==> config.mk <==
export PLATFORM = sky130hd
export DESIGN_NAME = tcfsm_ctrl
export DESIGN_NICKNAME = d
export VERILOG_FILES = /design/src/design/tcfsm_pkg.sv /design/src/design/tcfsm_ctrl.sv
export SDC_FILE = /design/constraint.sdc
export NUM_CORES = 1
export LEC_CHECK = 0
export BUFFER_PORTS_ARGS = -buffer_cell sky130_fd_sc_hd__buf_2
export CORE_MARGIN = 5
export CORE_UTILIZATION = 27
export DETAILED_ROUTE_END_ITERATION = 6
export MAX_ROUTING_LAYER = met4
export SLEW_MARGIN = 40
export SYNTH_ARGS = -nofsm -noshare
export SYNTH_HDL_FRONTEND = slang
export SYNTH_SLANG_ARGS = --single-unit
==> constraint.sdc <==
create_clock -name clock -period 1.7 [get_ports clock]
set_clock_uncertainty 0.15 [all_clocks]
set_input_delay 0.255 -clock clock [delete_from_list [all_inputs] [get_ports clock]]
set_output_delay 0.255 -clock clock [all_outputs]
set_load 0.03 [all_outputs]
==> src/design/tcfsm_pkg.sv <==
`default_nettype none
// ----------------------------------------------------------------------------
// tcfsm_pkg
// Shared types and codes for the transport connection table.
// ----------------------------------------------------------------------------
package tcfsm_pkg;

   // action codes carried in the request
   localparam logic [2:0] ACT_OPEN     = 3'd0;
   localparam logic [2:0] ACT_LISTEN   = 3'd1;
   localparam logic [2:0] ACT_CLOSE    = 3'd2;
   localparam logic [2:0] ACT_SEGMENT  = 3'd3;
   localparam logic [2:0] ACT_TICK     = 3'd4;
   localparam logic [2:0] ACT_LINKDOWN = 3'd5;

   // segment types
   localparam logic [2:0] SEG_SYN    = 3'd0;
   localparam logic [2:0] SEG_SYNACK = 3'd1;
   localparam logic [2:0] SEG_FIN    = 3'd2;
   localparam logic [2:0] SEG_FINACK = 3'd3;

   typedef enum logic [1:0] {
      STS_OK    = 2'd0,
      STS_FULL  = 2'd1,
      STS_NOENT = 2'd2,
      STS_WRONG = 2'd3
   } status_type;

   typedef enum logic [1:0] {
      CS_CLOSED    = 2'd0,
      CS_LISTENING = 2'd1,
      CS_CONNECTED = 2'd2,
      CS_CLOSEWAIT = 2'd3
   } conn_state_type;

   typedef enum logic [1:0] {
      CTL_IDLE,
      CTL_SCAN,
      CTL_DIRECT,
      CTL_POST
   } ctl_state_type;

   typedef struct packed {
      logic [2:0]  action;
      logic [2:0]  socket_index;
      logic [15:0] local_port;
      logic [2:0]  seg_type;
      logic [15:0] seg_src_port;
      logic [15:0] seg_dest_port;
   } item_type;

   typedef struct packed {
      status_type     status;
      logic [2:0]     entry_index;
      conn_state_type entry_state;
      logic           reply_valid;
      logic [2:0]     reply_type;
      logic [15:0]    reply_src_port;
      logic [15:0]    reply_dest_port;
   } res_type;

   // controller -> datapath
   typedef struct packed {
      logic capture;   // latch the request beat, clear the result
      logic rd_en;     // issue a table read
      logic chk_en;    // evaluate the entry in the read stage
      logic direct;    // execute listen/close on the addressed entry
      logic rsp_load;  // move the result into the output register
   } cmd_type;

   // datapath -> controller
   typedef struct packed {
      logic scan_done; // walk finished: entry matched or last entry seen
   } stat_type;

endpackage
`default_nettype wire

==> src/design/tcfsm_ctrl.sv <==
`default_nettype none
// ----------------------------------------------------------------------------
// tcfsm_ctrl
// Sequencer: accepts a request, walks the table or runs a direct access (an
// unknown action does neither), then hands the result to the output register.
// ----------------------------------------------------------------------------
module tcfsm_ctrl #(
   parameter int ENTRIES = 8,
   parameter int IDX_W   = 3
) (
   input  wire                 clock,
   input  wire                 reset,
   input  wire                 req_tvalid,
   output logic                req_tready,
   input  wire  [2:0]          req_action,
   output logic                rsp_tvalid,
   input  wire                 rsp_tready,
   output tcfsm_pkg::cmd_type  cmd,
   output logic [IDX_W-1:0]    rd_addr,
   input  tcfsm_pkg::stat_type st
);

   localparam int CNT_W = $clog2(ENTRIES + 1);

   tcfsm_pkg::ctl_state_type state_ff, state_in;
   logic [CNT_W-1:0]         iss_ff, iss_in;
   logic                     rsp_valid_ff, rsp_valid_in;

   always_ff @(posedge clock) begin
      if (reset) begin
         state_ff     <= tcfsm_pkg::CTL_IDLE;
         iss_ff       <= '0;
         rsp_valid_ff <= 1'b0;
      end else begin
         state_ff     <= state_in;
         iss_ff       <= iss_in;
         rsp_valid_ff <= rsp_valid_in;
      end
   end

   always_comb begin
      state_in     = state_ff;
      iss_in       = iss_ff;
      cmd          = '0;
      rd_addr      = iss_ff[IDX_W-1:0];
      req_tready   = 1'b0;
      rsp_valid_in = rsp_valid_ff & ~rsp_tready;
      unique case (state_ff)
         tcfsm_pkg::CTL_IDLE: begin
            req_tready = 1'b1;
            if (req_tvalid) begin
               cmd.capture = 1'b1;
               iss_in      = '0;
               unique case (req_action)
                  tcfsm_pkg::ACT_OPEN, tcfsm_pkg::ACT_SEGMENT,
                  tcfsm_pkg::ACT_TICK, tcfsm_pkg::ACT_LINKDOWN: state_in = tcfsm_pkg::CTL_SCAN;
                  tcfsm_pkg::ACT_LISTEN, tcfsm_pkg::ACT_CLOSE:  state_in = tcfsm_pkg::CTL_DIRECT;
                  default:                                      state_in = tcfsm_pkg::CTL_POST;
               endcase
            end
         end
         tcfsm_pkg::CTL_SCAN: begin
            cmd.chk_en = 1'b1;
            if (st.scan_done) begin
               state_in = tcfsm_pkg::CTL_POST;
            end else if (iss_ff < CNT_W'(ENTRIES)) begin
               cmd.rd_en = 1'b1;
               iss_in    = iss_ff + CNT_W'(1);
            end
         end
         tcfsm_pkg::CTL_DIRECT: begin
            cmd.direct = 1'b1;
            state_in   = tcfsm_pkg::CTL_POST;
         end
         tcfsm_pkg::CTL_POST: begin
            if (!rsp_valid_ff || rsp_tready) begin
               cmd.rsp_load = 1'b1;
               rsp_valid_in = 1'b1;
               state_in     = tcfsm_pkg::CTL_IDLE;
            end
         end
         default: state_in = tcfsm_pkg::CTL_IDLE;
      endcase
   end

   assign rsp_tvalid = rsp_valid_ff;

endmodule
`default_nettype wire

# After elaboration in Yosys (flattened, before gate mapping)
# Index checks and enable logic that the tools add are counted.
[classes] div_mod_pow=0 mux=20 n_eq_ne=13 magnitude_cmp=1 addsub=1 n_shift=0 n_reduce_logical=9 bitwise_logic=2 multipliers=0
[ops] cell="4-bit 2-to-1 mux" count=3
[ops] cell="1-bit 2-to-1 mux" count=10
[ops] cell="2-bit inequality test (second input constant)" count=5
[ops] cell="2-bit 2-to-1 mux" count=4
[ops] cell="2-bit one-hot mux with 4 select lines" count=1
[ops] cell="4-bit one-hot mux with 2 select lines" count=1
[ops] cell="3-bit by 2-bit equality test with 1-bit output (second input constant)" count=2
[ops] cell="3-bit equality test (second input constant)" count=2
[ops] cell="4-bit by 1-bit adder with 4-bit output (second input constant)" count=1
[ops] cell="2-bit equality test (second input constant)" count=2
[ops] cell="4-bit < comparator (second input constant)" count=1
[ops] cell="2-bit one-hot mux with 2 select lines" count=1
[ops] cell="4-bit AND reduction" count=1
[ops] cell="4-bit OR reduction" count=1
[ops] cell="3-bit by 1-bit equality test with 1-bit output (second input constant)" count=1
[ops] cell="3-bit logical NOT" count=1
[ops] cell="3-bit AND reduction" count=1
[ops] cell="2-bit by 1-bit equality test with 1-bit output (second input constant)" count=1
[ops] cell="2-bit logical NOT" count=1
[ops] cell="2-bit nonzero test" count=1
[ops] cell="2-bit OR reduction" count=1
[ops] cell="1-bit AND" count=1
[ops] cell="1-bit logical NOT" count=1
[ops] cell="1-bit logical OR" count=1
[ops] cell="1-bit inverter" count=1
[word_totals] ff_bits=7 in_bits=8 elab_cells=49 n_memories=0 latchBits=0 mem_bits_rw=0 out_inout_bits=10 rom_bits=0

# Depth between registers and ports, before layout
[logic_depth] word_depth=5 ltp_mapped=5 mapped_depth_nobuf=5

# Least setup slack after synthesis
# No wires, ideal clock.
[synth_timing] kind="flip-flop to output port" from="register state_ff[1]" to="output cmd[3] in the netlist's numbering" t_required_ns=1.295 path_stages_with_launch=5 path_buffers=0 t_arrival_ns=1.515 slack_ns=-0.220 path_cell_list="dfxtp_1 inv_1 ha_1 or2b_1 nor2_1"
[synth_rtl] item="start, declared" line_no="tcfsm_ctrl.sv:25" rtl="tcfsm_pkg::ctl_state_type state_ff, state_in;"
[synth_rtl] item="start signal, assigned" line_no="tcfsm_ctrl.sv:31" rtl="state_ff <= tcfsm_pkg::CTL_IDLE;"
[synth_rtl] item="start signal, assigned" line_no="tcfsm_ctrl.sv:35" rtl="state_ff <= state_in;"
[synth_rtl] item="end, declared" line_no="tcfsm_ctrl.sv:18" rtl="output tcfsm_pkg::cmd_type cmd,"

==> summary.txt <==
Crit Path Category: reg -> out
max cap viols: 0
CP endpoint: cmd[3]
Synth cell types: 27
die area: 2775 sq um
# setup viols final: 0
endpoints failing hold: 0
Ant. Diodes: 0
xor and xnor area share after synthesis: 0.01781
Synthesized Nets: 71
Synth Area in Simple Gates: 0.2392
Yosys top cell by area: dfxtp_1
final setup TNS: 0 ps
fmax: 590.8 MHz
number of global-route vias before repair: 476
Die Y: 52.68 um
I/O pin cnt: 18
initial antenna violation count: 0
grt met2 use: 0.1674
top cell type's share of synthesized area: 0.2850
DRC: 0
clk slew on worst S/H paths: 60 ps
via count: 485
met3 GRT Util: 0.04274
initial detailed-routing violation count: 8
row cnt: 15
CTS Buf Count: 3
GRT overflow: 0
GRT busiest layer: met2
YS warnings: 0
Syn Area/Cell: 8.627 sq um
Reg-to-Reg End: state_ff[1]
PD cells: 1663 nW/um^2
leakage: 0.0003050 uW
design area: 700.7 sq um
Post-Route WL: 1.161 mm
first-pass GRT wire length: 2.014 mm
global-route met1 utilization: 0.1089
DR vias/cell: 4.619
DR WL/cell: 11.06 um
Initial Utilization: 0.2848
number of port buffers: 17
Max H-tree Level: 1
Layout Area Growth over Synthesis: 42.49%
final-report max-slew violation count: 0
Reg2Reg Setup Slack: 90 ps
CP Launch Type: register
synth top area cells: dfxtp_1 (28%), ha_1 (15%), buf_4 (4.6%), a21oi_1 (4.1%), inv_1 (3.8%)
Tightest Pin Transition: 218.5 ps
share of layout cells above drive strength 1: 0.4500
Crit. Startpoint: state_ff[1]
post-synthesis instance total: 57
CTS sink count: 7
Power, Total: 1165 uW
Antenna Nets Post-Route: 0
DP HPWL: 923.8 um
Critical Path AT: 1290 ps
Layout Nets: 95
mux contribution to synthesized area: 0.04326
ratio of final minimum period to clock period: 0.9957
Max IR drop VDD: 717.8 uV
Root Driver: clkbuf_4
Max transition margin: 0.8514
status: completed
RSZ-0062 raised after global routing: yes
clk buf depth: 2
Crit. End Element: output port
Pre-antenna DRT Iters: 3
min Tclk post-route: 1693 ps
worst endpoint required time: 1290 ps
CTS tree: built
Worst R2R Path Depth: 5
dpl ws: 17.33 ps
die span in x: 52.68 um
largest family of logic cells by synthesized area: simple AND/OR/NAND/NOR gates
largest net degree at the start of global routing: 8
Hold Crit Class: in -> reg
Core ar.: 1727 sq um
Crit Path Max Fanout: 3
source-to-sink clock delay at the later pin of the worst-skew pair: 250 ps
placer congestion estimate: 0.7370
flops & latches, synth: 7
synthesized area: 491.7 sq um
Compound-Gate Fraction of Synth Area: 0.1781
DP Area: 608.1 sq um
register area share after synthesis: 0.2850
Post-CTS Hold Buffers: 0
Critical R2R Launch: state_ff[0]
Total Routing Usage GR: 0.1038
Worst Min Path Start: reset
worst setup margin: 7.307 ps
Synth Area in Adders: 0.1527
worst max-delay path, stage by stage, from the launching register on:
cell	delay, ps
dfxtp_2	330
inv_4	80
ha_4	140
or2b_1	250
nor2_2	100
buf_6	140
final cells by class:
cell class | instances | area (sq um)
Clock buffer | 4 | 26.28
Fill cell | 185 | 1026
Sequential cell | 7 | 145.1
Inverter | 5 | 21.27
Multi-Input combinational cell | 42 | 342.8
Timing Repair Buffer | 22 | 133.9
Tap cell | 25 | 31.28
cells in the mapped netlist:
master and count:
dfxtp_1 7, a21oi_1 4, a311oi_1 2, a31oi_1 2, or3_2 1, nand3b_1 1
nand2_1 1, ha_1 6, nor2_1 3, nand4b_1 1, or4_1 1, o21ai_0 3
nand3_1 1, mux2_2 1, buf_4 3, xnor2_1 1, and3_1 1, o21a_1 1
inv_1 5, or3_1 1, nor2b_1 3, and2_2 1, mux2i_1 1, or2b_1 2
o31ai_1 1, nand2b_1 2, a21o_1 1
flip-flops by register name (all words and copies together), names as in the netlist:
register    flops
iss_ff          4
rsp_tvalid      1
state_ff        2
metal layers:
metal,vias to the layer above,wire [um]
met1,223,478
met3,2,78
met4,0,9
met2,13,594
li1,247,-
met5,-,0
what timing repair did:
action | CTS | global route
gates resized for setup | 7 | 7
pin swaps | 2 | 3
setup buffers | 3 | 0
endpoints found under the setup margin | 2 | 8
report_power, final:
group,total (uW),switching (uW),internal (uW)
combinational,753,426,327
clock,157,66.6,90.0
sequential,256,42.5,213
total,1160,535,630
worst min path at each step:
stage | endpoint | cells past startpoint
final | iss_ff[1] | 2
after global routing | rsp_tvalid | 2
after CTS | iss_ff[1] | 2
after detailed placement | iss_ff[3] | 2
after global placement | iss_ff[3] | 2
after floorplan | iss_ff[1] | 1
logic make-up after synthesis:
kind of cell,count (synthesis)
AND/OR/NAND/NOR,19
buffers and inverters,8
XOR/XNOR,1
AO/OA/AOI/OAI,14
adder cells (fa/ha/maj),6
multiplexers,2
flip-flops,7
cell usage in the layout (no fill, tap or decap), types with 3 or more instances in the layout:
cell / netlist / layout
ha_1: 6 / 4
dfxtp_1: 7 / 5
nor2b_1: 3 / 3
o21ai_0: 3 / 3
a21oi_1: 4 / 4
buf_2: 0 / 14
clkbuf_4: 0 / 4
inv_1: 5 / 4
buf_4: 3 / 6
per-stage QoR:
step / util / std cells / hold slack (ps)
floorplan: - / 57 / 174.1
global placement: 0.3522 / 98 / 320.3
detailed placement: 0.3522 / 98 / 324.5
CTS: 0.3928 / 105 / 69.86
global route: 0.4058 / 105 / 88.56
finish: 0.4058 / 105 / 77.28
(Power assumes the default switching activity.)
