`src/design/tcfsm_pkg.sv`:
```
`default_nettype none
// ----------------------------------------------------------------------------
// tcfsm_pkg
// Shared types and codes for the transport connection table.
// ----------------------------------------------------------------------------
package tcfsm_pkg;

   // action codes carried in the request
   localparam logic [2:0] ACT_OPEN     = 3'd0;
   localparam logic [2:0] ACT_LISTEN   = 3'd1;
   localparam logic [2:0] ACT_CLOSE    = 3'd2;
   localparam logic [2:0] ACT_SEGMENT  = 3'd3;
   localparam logic [2:0] ACT_TICK     = 3'd4;
   localparam logic [2:0] ACT_LINKDOWN = 3'd5;

   // segment types
   localparam logic [2:0] SEG_SYN    = 3'd0;
   localparam logic [2:0] SEG_SYNACK = 3'd1;
   localparam logic [2:0] SEG_FIN    = 3'd2;
   localparam logic [2:0] SEG_FINACK = 3'd3;

   typedef enum logic [1:0] {
      STS_OK    = 2'd0,
      STS_FULL  = 2'd1,
      STS_NOENT = 2'd2,
      STS_WRONG = 2'd3
   } status_type;

   typedef enum logic [1:0] {
      CS_CLOSED    = 2'd0,
      CS_LISTENING = 2'd1,
      CS_CONNECTED = 2'd2,
      CS_CLOSEWAIT = 2'd3
   } conn_state_type;

   typedef enum logic [1:0] {
      CTL_IDLE,
      CTL_SCAN,
      CTL_DIRECT,
      CTL_POST
   } ctl_state_type;

   typedef struct packed {
      logic [2:0]  action;
      logic [2:0]  socket_index;
      logic [15:0] local_port;
      logic [2:0]  seg_type;
      logic [15:0] seg_src_port;
      logic [15:0] seg_dest_port;
   } item_type;

   typedef struct packed {
      status_type     status;
      logic [2:0]     entry_index;
      conn_state_type entry_state;
      logic           reply_valid;
      logic [2:0]     reply_type;
      logic [15:0]    reply_src_port;
      logic [15:0]    reply_dest_port;
   } res_type;

   // controller -> datapath
   typedef struct packed {
      logic capture;   // latch the request beat, clear the result
      logic rd_en;     // issue a table read
      logic chk_en;    // evaluate the entry in the read stage
      logic direct;    // execute listen/close on the addressed entry
      logic rsp_load;  // move the result into the output register
   } cmd_type;

   // datapath -> controller
   typedef struct packed {
      logic scan_done; // walk finished: entry matched or last entry seen
   } stat_type;

endpackage
`default_nettype wire

```
`src/design/tcfsm_datapath.sv`:
```
`default_nettype none
// ----------------------------------------------------------------------------
// tcfsm_datapath
// Connection table storage, per-entry evaluation, timeout register and
// result registers.
// ----------------------------------------------------------------------------
module tcfsm_datapath #(
   parameter int ENTRIES = 8,
   parameter int IDX_W   = 3
) (
   input  wire                  clock,
   input  wire                  reset,
   input  tcfsm_pkg::cmd_type   cmd,
   input  wire  [IDX_W-1:0]     rd_addr,
   output tcfsm_pkg::stat_type  st,
   input  tcfsm_pkg::item_type  req_item,
   input  wire                  csr_we,
   input  wire  [15:0]          csr_wdata,
   output tcfsm_pkg::res_type   rsp
);

   localparam int SW = (IDX_W > 3) ? IDX_W : 3;

   // flop state, cleared by reset
   logic                      used_ff  [ENTRIES];
   tcfsm_pkg::conn_state_type cstate_ff[ENTRIES];

   // table memories, contents undefined until written
   logic [15:0] sp_mem[ENTRIES];
   logic [15:0] cp_mem[ENTRIES];
   logic [15:0] tm_mem[ENTRIES];

   logic [15:0]         sp_q_ff, tm_q_ff;
   logic [IDX_W-1:0]    q_idx_ff;
   logic                q_vld_ff;
   logic [15:0]         ticks_ff;
   tcfsm_pkg::item_type item_ff;
   tcfsm_pkg::res_type  res_ff, rsp_ff;

   logic                      used_we, used_wd;
   logic                      cs_we;
   tcfsm_pkg::conn_state_type cs_wd;
   logic                      sp_we, cp_we, tm_we;
   logic [15:0]               cp_wd, tm_wd;
   logic                      hit, last, in_range;
   logic                      res_we;
   tcfsm_pkg::res_type        res_wd;
   logic [IDX_W-1:0]          k_scan, k_dir, wr_idx;
   logic [SW-1:0]             sidx_w;
   logic                      u;
   tcfsm_pkg::conn_state_type s;
   logic [15:0]               load_val;

   always_ff @(posedge clock) begin
      if (reset) begin
         ticks_ff <= 16'd1;
      end else if (csr_we) begin
         ticks_ff <= csr_wdata;
      end
   end

   assign load_val = (ticks_ff == 16'd0) ? 16'd1 : ticks_ff;

   always_ff @(posedge clock) begin
      if (cmd.capture) begin
         item_ff <= req_item;
      end
   end

   // registered table read
   always_ff @(posedge clock) begin
      if (reset) begin
         q_vld_ff <= 1'b0;
      end else begin
         q_vld_ff <= cmd.rd_en;
      end
   end

   always_ff @(posedge clock) begin
      q_idx_ff <= rd_addr;
      if (cmd.rd_en) begin
         sp_q_ff <= sp_mem[rd_addr];
         tm_q_ff <= tm_mem[rd_addr];
      end
   end

   always_ff @(posedge clock) begin
      if (sp_we) begin
         sp_mem[wr_idx] <= item_ff.local_port;
      end
      if (cp_we) begin
         cp_mem[wr_idx] <= cp_wd;
      end
      if (tm_we) begin
         tm_mem[wr_idx] <= tm_wd;
      end
   end

   always_ff @(posedge clock) begin
      if (reset) begin
         for (int i = 0; i < ENTRIES; i++) begin
            used_ff[i]   <= 1'b0;
            cstate_ff[i] <= tcfsm_pkg::CS_CLOSED;
         end
      end else begin
         if (used_we) begin
            used_ff[wr_idx] <= used_wd;
         end
         if (cs_we) begin
            cstate_ff[wr_idx] <= cs_wd;
         end
      end
   end

   always_comb begin
      sidx_w   = SW'(item_ff.socket_index);
      k_dir    = sidx_w[IDX_W-1:0];
      k_scan   = q_idx_ff;
      in_range = (32'(item_ff.socket_index) < 32'(ENTRIES));
      wr_idx   = cmd.direct ? k_dir : k_scan;
      u        = used_ff[wr_idx];
      s        = cstate_ff[wr_idx];
      last     = (q_idx_ff == IDX_W'(ENTRIES - 1));

      used_we = 1'b0;
      used_wd = 1'b0;
      cs_we   = 1'b0;
      cs_wd   = tcfsm_pkg::CS_CLOSED;
      sp_we   = 1'b0;
      cp_we   = 1'b0;
      cp_wd   = 16'd0;
      tm_we   = 1'b0;
      tm_wd   = 16'd0;
      hit     = 1'b0;
      res_we  = 1'b0;
      res_wd  = '0;

      if (cmd.chk_en && q_vld_ff) begin
         unique case (item_ff.action)
            tcfsm_pkg::ACT_OPEN: begin
               if (!u) begin
                  hit     = 1'b1;
                  used_we = 1'b1;
                  used_wd = 1'b1;
                  sp_we   = 1'b1;
                  cp_we   = 1'b1;
                  cs_we   = 1'b1;
                  tm_we   = 1'b1;
                  res_wd.entry_index = 3'(k_scan);
               end
            end
            tcfsm_pkg::ACT_SEGMENT: begin
               if (u && sp_q_ff == item_ff.seg_dest_port) begin
                  hit = 1'b1;
                  res_wd.entry_index = 3'(k_scan);
                  res_wd.entry_state = s;
                  if (item_ff.seg_type == tcfsm_pkg::SEG_SYN) begin
                     if (s == tcfsm_pkg::CS_LISTENING || s == tcfsm_pkg::CS_CONNECTED) begin
                        cs_we = 1'b1;
                        cs_wd = tcfsm_pkg::CS_CONNECTED;
                        cp_we = 1'b1;
                        cp_wd = item_ff.seg_src_port;
                        res_wd.entry_state     = tcfsm_pkg::CS_CONNECTED;
                        res_wd.reply_valid     = 1'b1;
                        res_wd.reply_type      = tcfsm_pkg::SEG_SYNACK;
                        res_wd.reply_src_port  = item_ff.seg_dest_port;
                        res_wd.reply_dest_port = item_ff.seg_src_port;
                     end else begin
                        res_wd.status = tcfsm_pkg::STS_WRONG;
                     end
                  end else if (item_ff.seg_type == tcfsm_pkg::SEG_FIN) begin
                     if (s == tcfsm_pkg::CS_CONNECTED || s == tcfsm_pkg::CS_CLOSEWAIT) begin
                        cs_we = 1'b1;
                        cs_wd = tcfsm_pkg::CS_CLOSEWAIT;
                        tm_we = 1'b1;
                        tm_wd = load_val;
                        res_wd.entry_state     = tcfsm_pkg::CS_CLOSEWAIT;
                        res_wd.reply_valid     = 1'b1;
                        res_wd.reply_type      = tcfsm_pkg::SEG_FINACK;
                        res_wd.reply_src_port  = item_ff.seg_dest_port;
                        res_wd.reply_dest_port = item_ff.seg_src_port;
                     end else begin
                        res_wd.status = tcfsm_pkg::STS_WRONG;
                     end
                  end
               end
            end
            tcfsm_pkg::ACT_TICK: begin
               if (u && tm_q_ff != 16'd0) begin
                  tm_we = 1'b1;
                  tm_wd = tm_q_ff - 16'd1;
                  if (tm_q_ff == 16'd1) begin
                     cs_we = 1'b1;
                     cs_wd = tcfsm_pkg::CS_CLOSED;
                  end
               end
            end
            tcfsm_pkg::ACT_LINKDOWN: begin
               if (u && (s == tcfsm_pkg::CS_LISTENING || s == tcfsm_pkg::CS_CONNECTED)) begin
                  cs_we = 1'b1;
                  cs_wd = tcfsm_pkg::CS_CLOSEWAIT;
                  tm_we = 1'b1;
                  tm_wd = load_val;
               end
            end
            default: ;
         endcase
         res_we = hit | last;
         // walk ran out: full table for open, unknown port for a segment
         if (!hit) begin
            if (item_ff.action == tcfsm_pkg::ACT_OPEN) begin
               res_wd.status = tcfsm_pkg::STS_FULL;
            end else if (item_ff.action == tcfsm_pkg::ACT_SEGMENT) begin
               res_wd.status = tcfsm_pkg::STS_NOENT;
            end
         end
      end else if (cmd.direct) begin
         res_we             = 1'b1;
         res_wd.entry_index = item_ff.socket_index;
         if (!in_range || !u) begin
            res_wd.status = tcfsm_pkg::STS_NOENT;
         end else if (item_ff.action == tcfsm_pkg::ACT_LISTEN) begin
            cs_we              = 1'b1;
            cs_wd              = tcfsm_pkg::CS_LISTENING;
            res_wd.entry_state = tcfsm_pkg::CS_LISTENING;
         end else if (s == tcfsm_pkg::CS_CLOSED) begin
            used_we = 1'b1;
            used_wd = 1'b0;
            tm_we   = 1'b1;
         end else begin
            res_wd.status      = tcfsm_pkg::STS_WRONG;
            res_wd.entry_state = s;
         end
      end
   end

   assign st.scan_done = cmd.chk_en & q_vld_ff & (hit | last);

   always_ff @(posedge clock) begin
      if (cmd.capture) begin
         res_ff <= '0;
      end else if (res_we) begin
         res_ff <= res_wd;
      end
      if (cmd.rsp_load) begin
         rsp_ff <= res_ff;
      end
   end

   assign rsp = rsp_ff;

endmodule
`default_nettype wire

```
`config.mk`:
```
export PLATFORM = sky130hd
export DESIGN_NAME = tcfsm_datapath
export DESIGN_NICKNAME = d
export VERILOG_FILES = /design/src/design/tcfsm_pkg.sv /design/src/design/tcfsm_datapath.sv
export SDC_FILE = /design/constraint.sdc
export NUM_CORES = 1
export LEC_CHECK = 0
export ABC_AREA = 1
export BUFFER_PORTS_ARGS = -buffer_cell sky130_fd_sc_hd__buf_4
export CAP_MARGIN = 20
export CORE_MARGIN = 2
export CORE_UTILIZATION = 60
export DETAILED_ROUTE_END_ITERATION = 7
export PLACE_DENSITY = 0.85
export SETUP_SLACK_MARGIN = 0.2
export SYNTH_ARGS = -nofsm -noshare
export SYNTH_HDL_FRONTEND = slang
export SYNTH_SLANG_ARGS = --single-unit
```
`constraint.sdc`:
```
create_clock -name clock -period 9.55 [get_ports clock]
set_input_delay 0 -clock clock [delete_from_list [all_inputs] [get_ports clock]]
set_output_delay 0 -clock clock [all_outputs]
set_load 0.02 [all_outputs]
```
; ---- Word-level counts from Yosys, hierarchy flattened
; Memories as Yosys holds them, arrays and structs flattened. A register that Yosys moved wholly into a read port is not among the register bits.
; Cells that the tools add are included.
[totals]
register_bits = 163
mem_bits_rw = 280
in_bits = 84
output_inout_bits = 44
memories = 4
[mem_list]
columns = memory, words, word_bits, rd, rd_ports_with_merged_regs, wr, line_no
row1 = sp_mem, 8, 16, 1, 1, 1, tcfsm_datapath.sv:29  ; logic [15:0] sp_mem[ENTRIES];
row2 = tm_mem, 8, 16, 1, 1, 1, tcfsm_datapath.sv:31  ; logic [15:0] tm_mem[ENTRIES];
row3 = cstate_ff, 8, 2, 1, 0, 8, tcfsm_datapath.sv:26  ; tcfsm_pkg::conn_state_type cstate_ff[ENTRIES];
row4 = used_ff, 8, 1, 1, 0, 8, tcfsm_datapath.sv:25  ; logic used_ff [ENTRIES];
[op_classes]
add_sub_neg = 1
eq_ne = 11
muxes = 96
n_bitwise = 4
n_reduce_logical = 13
[op_table]
columns = op, count
row1 = 2-to-1 mux 38 bit, 5
row2 = 2-to-1 mux 16 bit, 8
row3 = case mux 16 bit (3 select lines), 1
row4 = 2-to-1 mux 1 bit, 47
row5 = 2-to-1 mux 2 bit, 22
row6 = 2-to-1 mux 43 bit, 1
row7 = 2-to-1 mux 36 bit, 1
row8 = equality test 16 x 1 -> 1 bit (second input constant), 1
row9 = equality test 16 bit, 1
row10 = zero test 16 bit, 1
row11 = nonzero test 16 bit, 1
row12 = subtractor 16 x 1 -> 16 bit (second input constant), 1
row13 = 2-to-1 mux 7 bit, 2
row14 = 2-to-1 mux 3 bit, 4
row15 = equality test 3 bit (second input constant), 3
row16 = case mux 1 bit (4 select lines), 2
row17 = equality test 3 x 2 -> 1 bit (second input constant), 2
row18 = zero test 3 bit, 2
row19 = case mux 3 bit (2 select lines), 1
row20 = equality test 2 bit (second input constant), 2
row21 = logical AND 1 bit, 4
row22 = case mux 2 bit (2 select lines), 1
row23 = equality test 3 x 1 -> 1 bit (second input constant), 1
row24 = bitwise AND 1 bit, 2
row25 = other kinds (7), 9

; ---- Longest topological paths before layout
; An unclocked memory read counts as a cell.
[logic_depth]
ltp_word = 15
ltp_mapped = 22
ltp_nobuf = 21

; ---- Worst setup path after synthesis
; Ideal clock, no wire load.
[synth_path]
kind = reg2reg
from = register item_ff (netlist bit k_dir[0])
to = memory tm_mem[0][0] (enable)
t_arrival_ps = 2642
t_required_ps = 9162
slack_ps = 6520
stages_incl_launch_ff = 18
n_path_buf = 1
path_cell_list = edfxtp_1 > inv_1 > nand2_1 > nand2_2 > buf_2 > nand2_1 > nand2_1 > nand2_1 > nand2_1 > nand2_1 > nand2_1 > inv_1 > ha_1 > inv_1 > nand3_1 > nand4_1 > o21ai_2 > nor2_1
[synth_between]
elab_chain_len = 12
word_cells_on_any_way = 27
classes_between = eq/ne: 3 / mux: 16 / reduce/logical: 6 / memory: 2
[synth_rtl]
columns = element, line_no
row1 = "start, declared", tcfsm_datapath.sv:37  ; tcfsm_pkg::item_type item_ff;
row2 = "start signal, assigned", tcfsm_datapath.sv:66  ; item_ff <= req_item;
row3 = 2-to-1 mux 3 bit *, tcfsm_datapath.sv:120  ; wr_idx = cmd.direct ? k_dir : k_scan;
row4 = memory (8 x 2 bit), --
row5 = equality test 2 bit (on tied branches), "tcfsm_datapath.sv:172, tcfsm_datapath.sv:199"
row6 = logical OR 1 bit, tcfsm_datapath.sv:172  ; if (s == tcfsm_pkg::CS_CONNECTED || s == tcfsm_pkg::CS_CLOSEWAIT) begin
row7 = 2-to-1 mux 1 bit, tcfsm_datapath.sv:172
row8 = 2-to-1 mux 1 bit, tcfsm_datapath.sv:171  ; end else if (item_ff.seg_type == tcfsm_pkg::SEG_FIN) begin
row9 = 2-to-1 mux 1 bit, tcfsm_datapath.sv:157  ; if (item_ff.seg_type == tcfsm_pkg::SEG_SYN) begin
row10 = 2-to-1 mux 1 bit, tcfsm_datapath.sv:153  ; if (u && sp_q_ff == item_ff.seg_dest_port) begin
row11 = case mux 1 bit (4 select lines), tcfsm_datapath.sv:139  ; unique case (item_ff.action)
row12 = 2-to-1 mux 1 bit, tcfsm_datapath.sv:138  ; if (cmd.chk_en && q_vld_ff) begin
row13 = 2-to-1 mux 1 bit, tcfsm_datapath.sv:94  ; if (tm_we) begin
row14 = 2-to-1 mux 1 bit (not written as such), tcfsm_datapath.sv:95  ; tm_mem[wr_idx] <= tm_wd;
row15 = "end, declared", tcfsm_datapath.sv:31
; Every way passes the cells marked *; elsewhere a longest branch is shown, timed or not.

; ---- Worst setup path in the final report
[layout_path]
from = register item_ff (netlist bit k_dir[0])
to = memory tm_mem[6][13] (enable)
; The elaborated chain is that of the path after synthesis.

==> results.py <==
metrics = {
    "die": {
        "rows": 64,
        "ios": 128,
        "die_y_um": 181,
        "start_util_pct": 61.2,
        "dieWidth_um": 181,
        "core_area_um2": 30700,
        "dieArea_um2": 32700,
    },
    "cts": {
        "tritoncts": "yes",
        "cts_hold_buffers": 98,
        "clock_latency_ns": 0.56,
        "cts_resized": 0,
        "cts-root-buf": "clkbuf_16",
        "clk_pin_slew_ns": 0.06,
        "cts_max_level": 2,
        "post-cts-setup-buffers": 0,
        "cts_buffers": 46,
        "numClockSinks": 471,
        "cts_max_path_buffers": 3,
    },
    "setup_path": {
        "startpoint_type": "flop",
        "reg2reg_depth": 14,
        "rr_endpoint": "tm_mem[6][13]",
        "cpMaxStageDelayCell": "nor2_1",
        "crit_family": "simple AND/OR/NAND/NOR gates",
        "path_cells": "inv_1 > nand2_1 > nand2_2 > nand2_1 > nand3_1 > nand2_2 > inv_1 > nand2_4 > nor2_1 > a21oi_1 > nand4_1 > o21ai_2 > nor2_1 > buf_4",
        "rr_startpoint": "k_dir[0]",
        "r2r_slack_ns": 6.05,
        "crit_fanout": 16,
        "cp-end-kind": "flop",
        "path_buf_inv": 3,
        "critPathMaxStageDelay_ns": 0.69,
        "setup.worst_path.class": "reg2reg",
        "worstPathRequired_ns": 9.81,
        "worst-endpoint-arrival_ns": 3.76,
    },
    "yosys": {
        "ys.flop_type": "edfxtp_1",
        "synth-async-reset-ratio_pct": 0,
        "syn-instance-count": 1599,
        "post-synth-top-area-cell": "edfxtp_1",
        "synth_edf_count": 410,
        "synth_seq_cells": 471,
        "seq_area_frac_synth_pct": 72.1,
        "yosys-top-cells-area": "edfxtp_1 (66%), nor2_1 (7.4%), dfxtp_1 (6.5%)",
        "netlist.area_leader.share_pct": 65.6,
        "yosysWarnings": 0,
        "syn_area_per_cell_um2": 11.7,
        "ys_types": 40,
        "netlist_area_um2": 18800,
        "synthesis.nets": 1691,
    },
    "routing": {
        "wl_per_cell_um": 20.1,
        "vias": 13300,
        "ant_nets": 0,
        "vias_per_cell": 5.93,
        "dr.pass1.iters": 6,
        "drt_iter0_markers": 1790,
        "drcViolationCount": 0,
        "wirelength_um": 45000,
    },
    "grt": {
        "antenna_found_initial": 1,
        "grt-ovfl-total": 0,
        "grt_pass1_vias": 13100,
        "grt_use_met1_pct": 37.2,
        "grt_use_met2_pct": 45.9,
        "grt.total_usage_pct": 27.5,
        "grt_pass1_wl_um": 71000,
        "use_met3_pct": 4.37,
        "grt_max_degree": 80,
        "grt_most_used_layer": "met2",
    },
    "cells_and_area": {
        "fill_cells": 1805,
        "fin_nets": 1907,
        "synthToLayoutAreaGrowth_pct": 20.3,
        "layout_commonest_cell": "edfxtp_1",
        "drive_gt1_share_pct": 13.1,
        "antenna_cells": 0,
        "postLayoutCoreUtil_pct": 73.6,
        "fin_cells": 2244,
        "final_cell_mix": "edfxtp_1 (410), nor2_1 (368), o21ai_0 (167)",
    },
    "sta": {
        "timing.final.hold_violations": 0,
        "fin_crit_ns": 3.50,
        "setup_tns_ns": 0,
        "final.setup.worst_slack_ns": 6.05,
        "grt_setup_unrepaired": "false",
        "setup_viol": 0,
        "worst_pin_slew_ns": 1.10,
        "fmax_ghz": 0.286,
        "slew_headroom_pct": 26.6,
        "skew_ns": 0.0238,
        "report.final.slew_viol_count": 0,
        "period_share_pct": 36.6,
    },
    "placed_design": {
        "dp.cells": 2062,
        "preCtsSetupSlack_ns": 5.81,
        "routabilityCongestion": 0.916,
        "dp.final_hpwl_um": 25700,
        "port-buffer-count": 126,
    },
    "min_path": {
        "hold_path_end": "ticks_ff[0]",
        "holdPathStages": 4,
        "worstHoldStart": "csr_we",
        "hold_path_class": "in2reg",
    },
    "pwr": {
        "clkPwrFrac_pct": 40.8,
        "p_int_uw": 3490,
        "ir_drop_uv": 132,
        "p_comb_share_pct": 7.2,
        "p_switching_uw": 1010,
        "power-per-cell-area_nw_per_um2": 199,
        "netSwitchingFraction_pct": 22.5,
        "leakagePower_uw": 0.00828,
        "seq_power_share_pct": 52.0,
    },
    "status": {
        "status": "complete, no violations",
    },
    "run": {
        "drv_cap": 0,
    },
}
==> worst reg2reg max path, delay by kind of cell, from the launching register on <==
family / cells / cell delay [ns]
AND/OR/NAND/NOR: 9 / 2.00
flip-flops: 1 / 0.39
buffers and inverters: 3 / 0.52
AO/OA/AOI/OAI: 2 / 0.27
==> state kept, by name (all words and copies together) (netlist names) <==
name       count
item_ff       54
k_dir          3
used_ff        8
res_ff        41
q_vld_ff       1
sp_mem       128
cstate_ff     16
tm_mem       128
tm_q_ff       16
k_scan         3
rsp           41
ticks_ff      16
sp_q_ff       16
==> cell families after synthesis <==
family	share of synthesized area, %
fa+ha+maj	0.533
compound gates	8.65
xor+xnor	0.980
buf+inv	3.18
simple gates	14.5
flops	72.1
other cells	0.0200
==> per-stage QoR <==
stage | area, um2 | power [uW] | hold slack [ns]
after floorplan | 18800 | 2540 | 0.0277
after global placement | 20000 | 2640 | 0.151
after detailed placement | 20000 | 2660 | 0.150
after CTS | 22500 | 4480 | 0.0647
after global routing | 22600 | 4620 | 0.148
final | 22600 | 4500 | 0.0931
==> final cells by class <==
cell class / count / area [um2] / area share, %
timing repair buffer: 246 / 2130 / 9.43
inverter: 68 / 255 / 1.13
multi-input combinational: 982 / 4640 / 20.6
clock inverter: 17 / 224 / 0.992
tap: 396 / 495 / 2.19
sequential: 471 / 13500 / 59.9
clock buffer: 64 / 1300 / 5.76
==> power groups by stage <==
| stage | combinational (uW) | clock [uW] | sequential, uW |
|---|---|---|---|
| 2_1_floorplan | 165 | 0 | 2370 |
| 3_3_place_gp | 264 | 0 | 2380 |
| 3_5_place_dp | 275 | 0 | 2380 |
| 4_1_cts | 312 | 1830 | 2340 |
| 5_1_grt | 352 | 1920 | 2350 |
| 6_report | 322 | 1840 | 2340 |
==> per-layer routing <==
layer,part of all wire (%),vias up,wire (um)
met3,9.3,112,4200
met5,0.029,-,13
met2,49,786,22200
li1,-,6056,-
met1,39,6342,17500
met4,2.6,2,1170
==> worst max path at each step <==
stage,depth (start not counted),from,slack [ns],end
final,14,k_dir[0],6.05,tm_mem[6][13]
after global routing,14,k_dir[0],5.81,tm_mem[7][8]
after CTS,13,k_dir[0],5.79,tm_mem[0][4]
after detailed placement,13,k_dir[0],5.81,tm_mem[0][5]
after global placement,13,k_dir[0],5.84,tm_mem[6][5]
after floorplan,17,k_dir[0],6.52,tm_mem[0][0]
==> synth_stat cells (3+ instances only) <==
master	count
edfxtp_1	410
nor2_1	369
o21ai_0	167
nand2_1	154
nand3_1	69
inv_1	62
dfxtp_1	61
clkbuf_1	60
a21oi_1	43
a31oi_1	32
o22ai_1	32
nor3_1	23
xor2_1	17
a22oi_1	11
nand2_2	9
nand3b_1	9
ha_1	8
buf_2	6
nand4_1	6
nor4_1	6
buf_1	5
buf_6	4
inv_2	4
nand2_4	4
xnor2_1	4
buf_4	3
No activity file was read; power rests on OpenSTA's default activity.
